## src/rtl/uart_receiver_with_fifo_unit_assert.svh

```systemverilog
// Assertion macros used by the receiver FIFO.
// Each macro expects clk and rst_n in the scope where it is used.
`ifndef UART_RECEIVER_WITH_FIFO_UNIT_ASSERT_SVH
`define UART_RECEIVER_WITH_FIFO_UNIT_ASSERT_SVH

// Same-cycle implication.
`define URF_ASSERT_IMP(lbl, ante, cons) \
    lbl: assert property (@(posedge clk) disable iff (!rst_n) (ante) |-> (cons)) \
        else $error("urf assertion failed");

// Next-cycle implication.
`define URF_ASSERT_NEXT(lbl, ante, cons) \
    lbl: assert property (@(posedge clk) disable iff (!rst_n) (ante) |=> (cons)) \
        else $error("urf assertion failed");

`endif

```

## src/rtl/urf_pkg.sv

```systemverilog
package urf_pkg;

    // Frame progress codes held in the bit phase counter.
    localparam logic [3:0] PHASE_FRAME_START = 4'd10;
    localparam logic [3:0] PHASE_START_BIT   = 4'd9;
    localparam logic [3:0] PHASE_STOP_BIT    = 4'd0;

    localparam logic [15:0] BIT_PERIOD_RESET = 16'd868;

    // Configuration port geometry.
    localparam int          APB_AW         = 3;
    localparam logic        REG_BIT_PERIOD = 1'b0;

    // Byte leaving the bit sampler at the end of a good frame.
    typedef struct packed {
        logic       valid;
        logic [7:0] data;
    } push_t;

endpackage

```

## src/rtl/urf_rx_core.sv

```systemverilog
module urf_rx_core
    import urf_pkg::*;
(
    input  logic        clk,
    input  logic        rst_n,
    input  logic        step,
    input  logic        line,
    input  logic [15:0] bit_period,
    output push_t       push
);

    logic        receiving_reg, receiving_next;
    logic        prev_line_reg, prev_line_next;
    logic [15:0] tick_count_reg, tick_count_next;
    logic [3:0]  bit_phase_reg, bit_phase_next;
    logic [7:0]  shift_byte_reg, shift_byte_next;
    logic [3:0]  phase_dec;

    assign phase_dec = bit_phase_reg - 4'd1;

    always_comb
    begin
        receiving_next  = receiving_reg;
        prev_line_next  = prev_line_reg;
        tick_count_next = tick_count_reg;
        bit_phase_next  = bit_phase_reg;
        shift_byte_next = shift_byte_reg;
        push.valid      = 1'b0;
        push.data       = shift_byte_reg;
        if (step)
        begin
            prev_line_next = line;
            if (!receiving_reg)
            begin
                // A falling edge opens a frame; first sample lands mid start bit.
                if (prev_line_reg && !line)
                begin
                    receiving_next  = 1'b1;
                    tick_count_next = {1'b0, bit_period[15:1]};
                    bit_phase_next  = PHASE_FRAME_START;
                end
            end
            else if (tick_count_reg <= 16'd1)
            begin
                tick_count_next = bit_period;
                bit_phase_next  = phase_dec;
                if (phase_dec == PHASE_START_BIT)
                begin
                    if (line)
                    begin
                        receiving_next = 1'b0;
                    end
                end
                else if (phase_dec == PHASE_STOP_BIT)
                begin
                    push.valid     = line;
                    receiving_next = 1'b0;
                end
                else
                begin
                    shift_byte_next = {line, shift_byte_reg[7:1]};
                end
            end
            else
            begin
                tick_count_next = tick_count_reg - 16'd1;
            end
        end
    end

    always_ff @(posedge clk or negedge rst_n)
    begin
        if (!rst_n)
        begin
            receiving_reg  <= 1'b0;
            prev_line_reg  <= 1'b1;
            tick_count_reg <= 16'd0;
            bit_phase_reg  <= 4'd0;
            shift_byte_reg <= 8'd0;
        end
        else
        begin
            receiving_reg  <= receiving_next;
            prev_line_reg  <= prev_line_next;
            tick_count_reg <= tick_count_next;
            bit_phase_reg  <= bit_phase_next;
            shift_byte_reg <= shift_byte_next;
        end
    end

endmodule

```

## src/rtl/urf_fifo.sv

```systemverilog
module urf_fifo
    import urf_pkg::*;
#(
    parameter int FIFO_DEPTH = 16
)
(
    input  logic       clk,
    input  logic       rst_n,
    input  logic       step,
    input  logic       pop_req,
    input  push_t      push,
    output logic [7:0] read_data,
    output logic       read_valid,
    output logic       not_empty
);

`include "uart_receiver_with_fifo_unit_assert.svh"

    localparam int PW = (FIFO_DEPTH > 1) ? $clog2(FIFO_DEPTH) : 1;
    localparam logic [PW-1:0] LAST_SLOT = PW'(FIFO_DEPTH - 1);

    logic [7:0]    mem [FIFO_DEPTH];
    logic [PW-1:0] rd_ptr_reg, rd_ptr_next;
    logic [PW-1:0] wr_ptr_reg, wr_ptr_next;
    logic [PW-1:0] rd_inc, wr_inc;
    logic          pop_ok, push_ok;
    logic [7:0]    read_data_reg;
    logic          read_valid_reg, not_empty_reg;

    assign rd_inc = (rd_ptr_reg == LAST_SLOT) ? '0 : rd_ptr_reg + 1'b1;
    assign wr_inc = (wr_ptr_reg == LAST_SLOT) ? '0 : wr_ptr_reg + 1'b1;

    // Both decisions look at the pointers from the start of the tick.
    assign pop_ok  = step && pop_req && (rd_ptr_reg != wr_ptr_reg);
    assign push_ok = step && push.valid && (wr_inc != rd_ptr_reg);

    assign rd_ptr_next = pop_ok ? rd_inc : rd_ptr_reg;
    assign wr_ptr_next = push_ok ? wr_inc : wr_ptr_reg;

    always_ff @(posedge clk)
    begin
        if (push_ok)
        begin
            mem[wr_ptr_reg] <= push.data;
        end
    end

    always_ff @(posedge clk or negedge rst_n)
    begin
        if (!rst_n)
        begin
            rd_ptr_reg     <= '0;
            wr_ptr_reg     <= '0;
            read_data_reg  <= 8'd0;
            read_valid_reg <= 1'b0;
            not_empty_reg  <= 1'b0;
        end
        else
        begin
            rd_ptr_reg <= rd_ptr_next;
            wr_ptr_reg <= wr_ptr_next;
            if (step)
            begin
                read_data_reg  <= pop_ok ? mem[rd_ptr_reg] : 8'd0;
                read_valid_reg <= pop_ok;
                not_empty_reg  <= (rd_ptr_next != wr_ptr_next);
            end
        end
    end

    assign read_data  = read_data_reg;
    assign read_valid = read_valid_reg;
    assign not_empty  = not_empty_reg;

    `URF_ASSERT_IMP(a_idle_data_zero, !read_valid_reg, read_data_reg == 8'd0)
    `URF_ASSERT_NEXT(a_push_not_empty, push_ok, not_empty_reg)
    `URF_ASSERT_NEXT(a_ptrs_hold, !step, $stable(rd_ptr_reg) && $stable(wr_ptr_reg))
    `URF_ASSERT_NEXT(a_pop_shows, pop_ok, read_valid_reg)

endmodule

```

## src/rtl/uart_receiver_with_fifo_unit.sv

```systemverilog
// 8N1 serial receiver with a receive FIFO.
// The slave stream carries one clock tick of the serial line per beat:
// s_tdata[0] is the line level and s_tdata[1] asks to pop the oldest byte.
// Every accepted beat yields exactly one master beat in the next cycle:
// m_tdata[7:0] is the popped byte (zero if none), m_tdata[8] flags a
// successful pop, and m_tdata[9] says bytes are still waiting.
// Throughput is one beat per cycle unless the master stalls; the bit timer,
// the sampler and the FIFO pointers all update in the single cycle that
// accepts the beat; the FIFO read port feeds the result register directly.
// Bit timing counts accepted beats, not clocks, so the serial rate is
// bit_period beats per bit. bit_period sits at APB byte address 0 and resets
// to 868; it may only be rewritten while the stream is quiet.
// Reset returns the receiver to idle with an empty FIFO and the line taken
// as high; the FIFO contents themselves are not cleared.
// If the master side stalls, the result register holds its beat and
// s_tready falls, so no tick is lost or counted while stalled.
// The FIFO holds FIFO_DEPTH-1 bytes; a byte that arrives while it is full
// is dropped, and a frame with a low stop bit is discarded.
module uart_receiver_with_fifo_unit
    import urf_pkg::*;
#(
    parameter int FIFO_DEPTH = 16
)
(
    input  logic              clk,
    input  logic              rst_n,
    // Slave stream.
    input  logic              s_tvalid,
    output logic              s_tready,
    input  logic [7:0]        s_tdata,   // [0] rx_line, [1] pop_req, rest zero
    // Master stream.
    output logic              m_tvalid,
    input  logic              m_tready,
    output logic [15:0]       m_tdata,   // [7:0] read_data, [8] read_valid,
                                         // [9] fifo_not_empty, rest zero
    // APB configuration port.
    input  logic              psel,
    input  logic              penable,
    input  logic              pwrite,
    input  logic [APB_AW-1:0] paddr,
    input  logic [31:0]       pwdata,
    output logic [31:0]       prdata,
    output logic              pready
);

    logic        out_valid_reg;
    logic        step;
    logic [15:0] bit_period_reg;
    push_t       push;
    logic [7:0]  read_data;
    logic        read_valid;
    logic        not_empty;

    // The output register frees itself when the master takes its beat,
    // so a new tick can enter in the same cycle.
    assign s_tready = !out_valid_reg || m_tready;
    assign step     = s_tvalid && s_tready;
    assign m_tvalid = out_valid_reg;
    assign m_tdata  = {6'd0, not_empty, read_valid, read_data};

    always_ff @(posedge clk or negedge rst_n)
    begin
        if (!rst_n)
        begin
            out_valid_reg <= 1'b0;
        end
        else if (step)
        begin
            out_valid_reg <= 1'b1;
        end
        else if (m_tready)
        begin
            out_valid_reg <= 1'b0;
        end
    end

    // Register file: one register, decoded on the word address bit.
    assign pready = 1'b1;
    assign prdata = (paddr[2] == REG_BIT_PERIOD) ? {16'd0, bit_period_reg} : 32'd0;

    always_ff @(posedge clk or negedge rst_n)
    begin
        if (!rst_n)
        begin
            bit_period_reg <= BIT_PERIOD_RESET;
        end
        else if (psel && penable && pwrite && pready && (paddr[2] == REG_BIT_PERIOD))
        begin
            bit_period_reg <= pwdata[15:0];
        end
    end

    urf_rx_core u_rx_core (
        .clk        (clk),
        .rst_n      (rst_n),
        .step       (step),
        .line       (s_tdata[0]),
        .bit_period (bit_period_reg),
        .push       (push)
    );

    urf_fifo #(
        .FIFO_DEPTH (FIFO_DEPTH)
    ) u_fifo (
        .clk        (clk),
        .rst_n      (rst_n),
        .step       (step),
        .pop_req    (s_tdata[1]),
        .push       (push),
        .read_data  (read_data),
        .read_valid (read_valid),
        .not_empty  (not_empty)
    );

endmodule
```

## config.mk

```make
export PLATFORM = sky130hd
export DESIGN_NAME = uart_receiver_with_fifo_unit
export DESIGN_NICKNAME = d
export VERILOG_FILES = /design/src/rtl/urf_pkg.sv /design/src/rtl/urf_rx_core.sv /design/src/rtl/urf_fifo.sv /design/src/rtl/uart_receiver_with_fifo_unit.sv
export VERILOG_INCLUDE_DIRS = /design/src /design/src/rtl
export SDC_FILE = /design/constraint.sdc
export NUM_CORES = 1
export LEC_CHECK = 0
export ABC_AREA = 1
export BUFFER_PORTS_ARGS = -buffer_cell sky130_fd_sc_hd__buf_4
export CAP_MARGIN = 25
export CORE_MARGIN = 4
export CORE_UTILIZATION = 51
export DETAILED_ROUTE_END_ITERATION = 16
export PLACE_DENSITY = 0.71
export SETUP_SLACK_MARGIN = 0.15
export SLEW_MARGIN = 30
export SYNTH_ARGS = -nofsm -noshare
export SYNTH_HDL_FRONTEND = slang
export SYNTH_SLANG_ARGS = --single-unit
```

## constraint.sdc

```tcl
create_clock -name clk -period 2.4 [get_ports clk]
set_input_delay 0.48 -clock clk [delete_from_list [all_inputs] [get_ports clk]]
set_output_delay 0.48 -clock clk [all_outputs]
set_load 0.02 [all_outputs]
```

* After elaboration in Yosys (flattened, before gate mapping)
Memory sizes are Yosys's and may differ from the RTL's. Cells that the tools add are included.
Word-level totals: bits in registers 65, input bits 50, output and inout bits 51, logic and storage cells 73, memories kept 1, RAM bits 128
Operators by class: reduce and logical (&&, ||, !) cells 18, muxes and demuxes 27, bitwise logic cells 3, order comparisons 1, eq/ne operators 7, $add $sub $neg 4
Memory list:
- u_fifo.mem | words 16, width 8, read ports 1, clocked after memory_dff 0, write ports 1, line urf_fifo.sv:22 | logic [7:0] mem [FIFO_DEPTH];
Operator list (number):
- two-way mux 16 bit | 4
- two-way mux 4 bit | 7
- <= comparator 16 x 1 -> 1 bit, second input constant | 1
- subtractor 16 x 1 -> 16 bit, second input constant | 1
- two-way mux 1 bit | 15
- == test 4 bit, second input constant | 3
- inequality test 4 bit | 3
- logical AND 1 bit | 9
- adder 4 x 1 -> 4 bit, second input constant | 2
- two-way mux 8 bit | 1
- AND reduction 5 bit | 1
- zero test 4 bit | 1
- nonzero test 2 bit | 2
- subtractor 4 x 1 -> 4 bit, second input constant | 1
- inverter 1 bit | 3
- AND reduction 3 bit | 1
- zero test 1 bit | 2
- inequality test 2 bit, second input constant | 1
- AND reduction 2 bit | 1
- logical OR 1 bit | 1

* Longest topological paths before layout
Gate-level depths: netlist of the first run.
word-level depth 11, gate-level depth with buffers 16, gate-level depth less buffers 16

* Hierarchy
From an unflattened synthesis of the first run, not the netlist that was laid out.
Second synthesis, totals: cells, all modules 925, area total of the unflattened synthesis 9155.0 sq um
Modules (own cells, without submodules):
- urf_fifo | instances 1, cells an instance 481, seq. area each 4294.1 sq um, area an instance 6019.5 sq um
- urf_rx_core | instances 1, cells an instance 305, seq. area each 752.0 sq um, area an instance 2085.8 sq um
- uart_receiver_with_fifo_unit | instances 1, cells an instance 139, seq. area each 431.7 sq um, area an instance 1049.8 sq um

* Worst setup path before layout of the first run
OpenSTA, ideal clock, no wires.
kind input -> register, start point input port m_tready, end point memory u_fifo.mem[6][0], enable pin, stages 10, data required time 2.030 ns, buffers on the path 0, arrival time 1.859 ns, setup slack 0.171 ns, setup time 0.370 ns, cell sequence inv_1 nand2_1 nand2_2 nor2_1 nand3_2 nor2_8 nand2_4 inv_4 nand2_1 nor2_1
On the way: longest elaborated chain between the ends 7
Ends and longest elaborated chain:
- from (decl) | line uart_receiver_with_fifo_unit.sv:33 | input logic m_tready,
- logical OR 1 bit (*) | line uart_receiver_with_fifo_unit.sv:56 | assign s_tready = !out_valid_reg || m_tready;
- named net s_tready | line uart_receiver_with_fifo_unit.sv:29 | output logic s_tready,
- logical AND 1 bit (*) | line uart_receiver_with_fifo_unit.sv:57 | assign step = s_tvalid && s_tready;
- two-way mux 1 bit | line urf_rx_core.sv:30 | if (step)
- logical AND 1 bit (*) (2 in a row) | line urf_fifo.sv:35 | assign push_ok = step && push.valid && (wr_inc != rd_ptr_reg);
- two-way mux 1 bit (*) | line urf_fifo.sv:42 | if (push_ok)
- two-way mux 1 bit (not written as such) (*) | line urf_fifo.sv:44 | mem[wr_ptr_reg] <= push.data;
- to (decl) | line urf_fifo.sv:22
Mark *: on every way through the listed nets, which the timed path passes. The rest lies on a longest branch.

* Final worst setup path of the first run
start point register u_fifo.wr_ptr_reg[0], end point memory u_fifo.mem[1][5], enable pin
On the way: longest elaborated chain between the ends 6
Ends and longest elaborated chain:
- from (decl) | line urf_fifo.sv:24 | logic [PW-1:0] wr_ptr_reg, wr_ptr_next;
- from (signal assigned) | line urf_fifo.sv:61 | wr_ptr_reg <= wr_ptr_next;
- adder 4 x 1 -> 4 bit or == test 4 bit (tied branches) | line urf_fifo.sv:31 | assign wr_inc = (wr_ptr_reg == LAST_SLOT) ? '0 : wr_ptr_reg + 1'b1;
- two-way mux 4 bit | line urf_fifo.sv:31
- inequality test 4 bit | line urf_fifo.sv:35
- logical AND 1 bit | line urf_fifo.sv:35
- two-way mux 1 bit | line urf_fifo.sv:42
- two-way mux 1 bit (not written as such) | line urf_fifo.sv:44
Parallel ways exist; a longest one is shown, timed or not.

==> impl_metrics.tcl, run 1 <==
set metrics [dict create \
    start_util_pct 51.8 \
    crit-reg2reg-launch "u_fifo.wr_ptr_reg[0]" \
    track_usage_pct 20.5 \
    fin_crit_sh_pct 91.6 \
    overflow 0 \
    async_flop_share_pct 33.7 \
    yosysTopAreaCell "edfxtp_1" \
    gp_congestion 0.846 \
    cts_buffer_depth 2 \
    finalSetupTns_ns 0 \
    vias 6414 \
    max_freq_ghz 0.455 \
    ys_seq_elements 193 \
    ff2ff_setup_slack_ns 0.20 \
    cts_buffers 17 \
    portBuffers 53 \
    register_area_sq_um 5480 \
    status "completed" \
    synthTopCellsByCount "nor2_1, edfxtp_1, nand2_1" \
    fill_cells 1412 \
    maxCapViolations 0 \
    largest_reg_flops 128 \
    drt_iter0_drc 530 \
    synth_area_sq_um 8900 \
    tightest_slew_ns 0.708 \
    rsz0062_at_grt "yes" \
    setup_violations 0 \
    seqPwrFrac_pct 41.3 \
    clkPwrFrac_pct 28.4 \
    nets 999 \
    postCtsHoldBufs 0 \
    ys.warnings.count 0 \
    routedWlPerCell_um 16.7 \
    worstReg2RegEnd "u_fifo.mem[1][5]" \
    slew_viol_final 0 \
    coreArea_sq_um 17200 \
    die-area_sq_um 19600 \
    dieWidth_um 140 \
    drive_above_1_share_pct 20.3 \
    worstSetupEndpointType "flip-flop" \
    finalCriticalPeriod_ns 2.20 \
    root_buffer "clkbuf_16" \
    utilization_pct 60.1 \
    synth_area_per_cell_sq_um 10.2 \
    crit_type "reg -> reg" \
    grt_max_degree 68 \
    htree_levels 4 \
    area_delta_synth_final_pct 15.9 \
    numClockSinks 193 \
    rr_worst_depth 11 \
    synth.most_common_cell "nor2_1" \
    syn_inst 869 \
    cts_tree "built" \
    multiInputGateArea_sq_um 2920 \
    vdd_drop_max_v 0.000536 \
    hold_path.class "in -> async" \
    via_per_inst 5.45 \
    postRouteAntennaNets 0 \
    synth-main-ff-cell "edfxtp_1" \
    yosys.area.top_type_share_pct 43.2 \
    hold_viol_final 0 \
    synth_area_leaders "edfxtp_1, dfrtp_1, nor2_1" \
    arrival_ns 2.36 \
    wl_mm 19.6 \
    p_leak_nw 4.45 \
    switching_share_pct 35.5 \
    synth_cell_types 39 \
    crit_fanout 6 \
    clk_pin_slew_ns 0.07 \
    rows 48 \
    antenna_found_initial 0 \
    diodes 0 \
    slew-limit-headroom_pct 52.8 \
    finalClockSkew_ns 0.0107 \
    drt_pass1_iterations 5 \
    ys_seq_area_share_pct 61.5 \
    die_h_um 140 \
    first_global_vias 6160 \
    dp_hpwl_mm 13.0 \
    internal-power_mw 6.17 \
    start_kind "flip-flop" \
    power_density_nw_per_um2 927 \
    worstSkewPairLatency_ns 0.44 \
    grt_pass1_wl_mm 31.9 \
    p_sw_mw 3.40 \
    drc 0 \
    required_ns 2.56 \
    p_comb_share_pct 30.3 \
    synth-edff-count 128 \
    io_pins 101 \
]
==> timing repair <==
action / in CTS / in global routing
pin swaps: 2 / 4
gates resized for setup: 6 / 29
setup buffers: 0 / 3
setup endpoints to repair: 98 / 120
==> layer usage <==
| layer | global-route usage (%) | routed length (um) | vias up | part of all wire (%) |
|---|---|---|---|---|
| li1 | - | - | 3081 | - |
| met1 | 27.7 | 8470 | 3046 | 43 |
| met2 | 33.6 | 9460 | 243 | 48 |
| met3 | 3.72 | 1260 | 44 | 6.4 |
| met4 | 7.34 | 450 | 0 | 2.3 |
| met5 | 0 | 0 | - | 0 |
==> critical path: stages (launching register included) <==
cell and delay [ns]:
dfrtp_1 0.41, inv_1 0.11, ha_1 0.36, xnor2_1 0.14, nand3_1 0.09, nor2_1 0.05, nand2_2 0.14, nand2_8 0.10
inv_6 0.10, nand2_2 0.11, nor2_1 0.15, buf_4 0.17
==> power groups by stage <==
stage                     clock network [mW]  registers (mW)  logic, mW
final                                   2.72            3.95       2.90
after floorplan                            0            4.02       2.00
after global placement                     0            4.02       2.83
after CTS                               2.75            3.95       2.89
after detailed placement                   0            4.02       2.88
after global routing                    2.90            3.99       3.22
==> layout by cell type (no fill, tap or decap), types with 5 or more instances in the layout <==
cell	netlist	final
a21oi_1	29	29
a31oi_1	5	5
a32o_1	8	8
buf_4	26	80
buf_6	0	13
clkbuf_16	0	17
conb_1	2	23
dfrtp_1	59	58
dfstp_2	6	6
edfxtp_1	128	128
ha_1	10	7
inv_1	71	69
inv_2	6	7
mux2_2	7	7
nand2_1	104	100
nand2_2	14	17
nand3_1	39	39
nand4_1	6	6
nor2_1	140	129
nor2_2	3	14
nor2_4	6	6
o21ai_0	83	83
o221ai_1	6	6
o22ai_1	45	45
xor2_1	8	8
==> kinds of logic after synthesis <==
group / share of synthesized area, %
buffers and inverters: 7.24
adders and majority gates: 1.41
AOI/OAI and AO/OA: 12.0
DFF: 61.5
other: 0.0843
xor gates and xnor gates: 0.984
muxes: 0.885
and+or+nand+nor: 15.9
==> worst max-delay path by stage <==
stage                           startpoint                 to  cells after the start
2_1_floorplan                     m_tready   u_fifo.mem[6][0]                     10
3_3_place_gp   u_rx_core.tick_count_reg[0]   u_fifo.mem[1][5]                     13
3_5_place_dp   u_rx_core.tick_count_reg[0]   u_fifo.mem[5][4]                     13
4_1_cts        u_rx_core.tick_count_reg[0]  u_fifo.mem[11][7]                     13
5_1_grt         u_rx_core.bit_phase_reg[1]   u_fifo.mem[1][3]                     13
6_report              u_fifo.wr_ptr_reg[0]   u_fifo.mem[1][5]                     11
==> cell type report <==
type | instances | area share (%)
sequential | 193 | 53.1
clock buffer | 18 | 4.16
clock inverter | 14 | 1.42
tap | 225 | 2.73
multi-input combinational | 555 | 28.3
inverter | 78 | 2.89
timing repair buffer | 94 | 7.43
==> per-stage QoR <==
| stage | cell area, sq um | setup slack, ns | cells | hold WS (ns) | total power, mW |
|---|---|---|---|---|---|
| after CTS | 10200 | 0.151 | 1174 | 0.0138 | 9.60 |
| after floorplan | 8980 | 0.171 | 890 | 0.184 | 6.02 |
| final | 10300 | 0.201 | 1177 | 0.000730 | 9.57 |
| after global placement | 9610 | 0.156 | 1142 | 0.471 | 6.84 |
| after detailed placement | 9610 | 0.0936 | 1142 | 0.467 | 6.90 |
| after global routing | 10300 | 0.0946 | 1177 | 0.0344 | 10.1 |
No activity file was read; power rests on OpenSTA's default activity.
==> run 2, diff against run 1 <==
Settings changed: SYNTH_HIERARCHICAL set to 1.
==> run 2 against run 1 <==
Wire length is 9.6% higher. Register-to-register slack lost 0.10 ns. Design area is 7.7% higher. Total power is 4.1% higher. Final cell count is 7.2% higher. First-iteration DRC count increased by 34%. Clock skew shrank 0.0025 ns. Non-clock buffer count grew 24. Clock-buffer cell count unchanged. Largest cell class unchanged.
==> impl_metrics.tcl, run 2 <==
set metrics [dict create \
    wl_mm 21.5 \
    cts_tree "built" \
    setup_violations 0 \
    synthTopCellsByCount "nand2_1, edfxtp_1, inv_1" \
    yosys.area.top_type_share_pct 42.0 \
    cts_buffers 17 \
    synth_area_sq_um 9160 \
    max_freq_ghz 0.434 \
    worstSetupEndpointType "flip-flop" \
    grt_pass1_wl_mm 33.9 \
    synth_cell_types 39 \
    first_global_vias 6443 \
    crit_chain "inv_2, ha_4, xnor2_2, nand4_1, nor3_2, nand2_1, inv_2, nand2_4, clkinvlp_4, nand2_4, nor2_4" \
    overflow 0 \
    crit_type "reg -> reg" \
    root_buffer "clkbuf_16" \
    rows 48 \
    drc 0 \
    area_delta_synth_final_pct 21.5 \
    nets 1084 \
    start_kind "flip-flop" \
    synth.most_common_cell "nand2_1" \
    rsz0062_at_grt "yes" \
    finalSetupTns_ns 0 \
    synth-main-ff-cell "edfxtp_1" \
    ys_seq_elements 193 \
    vdd_drop_max_v 0.000881 \
    crit_path_top_delay_cell "dfrtp_1" \
    slowest_delay_ns 0.39 \
    postCtsHoldBufs 0 \
    maxCapViolations 0 \
    hold_viol_final 0 \
    ff2ff_setup_slack_ns 0.1 \
    slew-limit-headroom_pct 56.7 \
    diodes 0 \
    die-area_sq_um 20200 \
    die_h_um 142 \
    synth_area_per_cell_sq_um 9.90 \
    gp_congestion 0.834 \
    drt_iter0_drc 711 \
    finalClockSkew_ns 0.00817 \
    crit-reg2reg-launch "u_rx_core/bit_phase_reg[0]" \
    postRouteAntennaNets 0 \
    drive_above_1_share_pct 23.3 \
    tightest_slew_ns 0.649 \
    numClockSinks 193 \
    yosysTopAreaCell "edfxtp_1" \
    via_per_inst 5.44 \
    synth_area_leaders "edfxtp_1, dfrtp_1, nand2_1" \
    dieWidth_um 142 \
    fin_crit_sh_pct 95.9 \
    ys_seq_area_share_pct 59.8 \
    slew_viol_final 0 \
    grt_max_degree 66 \
    final_area_sq_um 11100 \
    critPathLaunch "u_rx_core/bit_phase_reg[0]" \
    dp_hpwl_mm 13.8 \
    worstSkewPairLatency_ns 0.43 \
    hold_path.class "in -> async" \
    status "completed" \
    required_ns 2.51 \
    finalCriticalPeriod_ns 2.30 \
    io_pins 101 \
    drt_pass1_iterations 5 \
    track_usage_pct 21.5 \
    mostFrequentLayoutCells "nand2_1, edfxtp_1, buf_4, inv_1, nand3_1" \
    dpl_cell_area_sq_um 10000 \
    p_leak_nw 4.99 \
    final_common_cell "nand2_1" \
    routedWlPerCell_um 17.1 \
    synth-edff-count 128 \
    syn_inst 925 \
    portBuffers 53 \
    crit_fanout 8 \
    vias 6862 \
    async_flop_share_pct 33.7 \
    htree_levels 4 \
    arrival_ns 2.41 \
    cts_buffer_depth 2 \
    largest_reg_flops 128 \
    antenna_found_initial 0 \
    coreArea_sq_um 17400 \
    power_density_nw_per_um2 896 \
    start_util_pct 52.6 \
    ys.warnings.count 6 \
    clk_pin_slew_ns 0.07 \
]
## run 2: changes by cell type in the layout (fill, tap and decap cells not counted), sizes merged, moves of 6 or more
cell	before	now
buf	94	118
inv	83	96
a32o	8	0
o22ai	45	0
nand3	42	78
nor2	150	78
mux2	7	1
o221ai	6	48
nand2	119	270
o21ai	86	27
a21oi	29	42
## run 2: cell families (layout without fill, tap and decap cells)
| group | count (synthesis) | in the layout | share of synthesized area (%) |
|---|---|---|---|
| muxes | 1 | 1 | 0.123 |
| adders and majority gates | 10 | 10 | 1.37 |
| and+or+nand+nor | 436 | 436 | 20.9 |
| xor gates and xnor gates | 11 | 11 | 1.05 |
| AOI/OAI and AO/OA | 121 | 121 | 8.72 |
| DFF | 193 | 193 | 59.8 |
| buffers and inverters | 151 | 242 | 7.91 |
| other | 2 | 23 | 0.0820 |
## run 2: per-stage QoR
stage	std cells	total power [mW]	hold WS (ns)	worst slack (ns)	util [%]
final	1262	9.96	0.0145	0.0979	63.8
after global routing	1262	10.4	0.0344	-0.0143	63.8
after CTS	1242	9.89	0.0273	0.150	62.1
after detailed placement	1198	6.79	0.465	0.114	57.5
after global placement	1198	6.75	0.463	0.153	57.5
after floorplan	946	5.84	0.184	0.176	-
## run 2: layout make-up
type | count | area [sq um]
multi-input combinational | 602 | 3290
fill | 1322 | 6300
clock inverter | 14 | 219
timing repair buffer | 118 | 1060
tap | 225 | 282
clock buffer | 18 | 429
inverter | 92 | 362
sequential | 193 | 5490
## run 2: per-layer routing
metal / global-route usage [%] / share of wire, % / up-vias / routed length [um]
li1: - / - / 3284 / -
met1: 30.3 / 44 / 3284 / 9520
met2: 34.4 / 48 / 267 / 10200
met3: 4.40 / 7.0 / 27 / 1510
met4: 5.66 / 1.2 / 0 / 265
met5: 0 / 0 / - / 0
## run 2: final timing paths
check	end	cells past startpoint
max in group asynchronous	u_rx_core/prev_line_reg	2
worst min-delay path	u_fifo/read_data[3]	2
worst min register to register	u_rx_core/tick_count_reg[15]	2
min in group clk	m_tvalid	3
worst max-delay path	u_fifo/mem[12][4]	11
worst max register to register	u_fifo/mem[12][4]	11
## run 2: report_power, final
group / switching (mW) / internal, mW
clock network: 1.32 / 1.79
registers: 0.216 / 3.75
logic: 1.81 / 1.08
## run 2: timing repair
item,in CTS,in global routing
resized for setup,1,31
pin swaps,8,19
setup buffers,12,20
endpoints found under the setup margin,66,129
## run 2: critical path: cells and delay by family (launching register included)
| family | cells | cell delay [ns] |
|---|---|---|
| AND/OR/NAND/NOR | 6 | 0.94 |
| flip-flops | 1 | 0.39 |
| buffers and inverters | 3 | 0.31 |
| adder cells (fa/ha/maj) | 1 | 0.17 |
| XOR/XNOR | 1 | 0.17 |
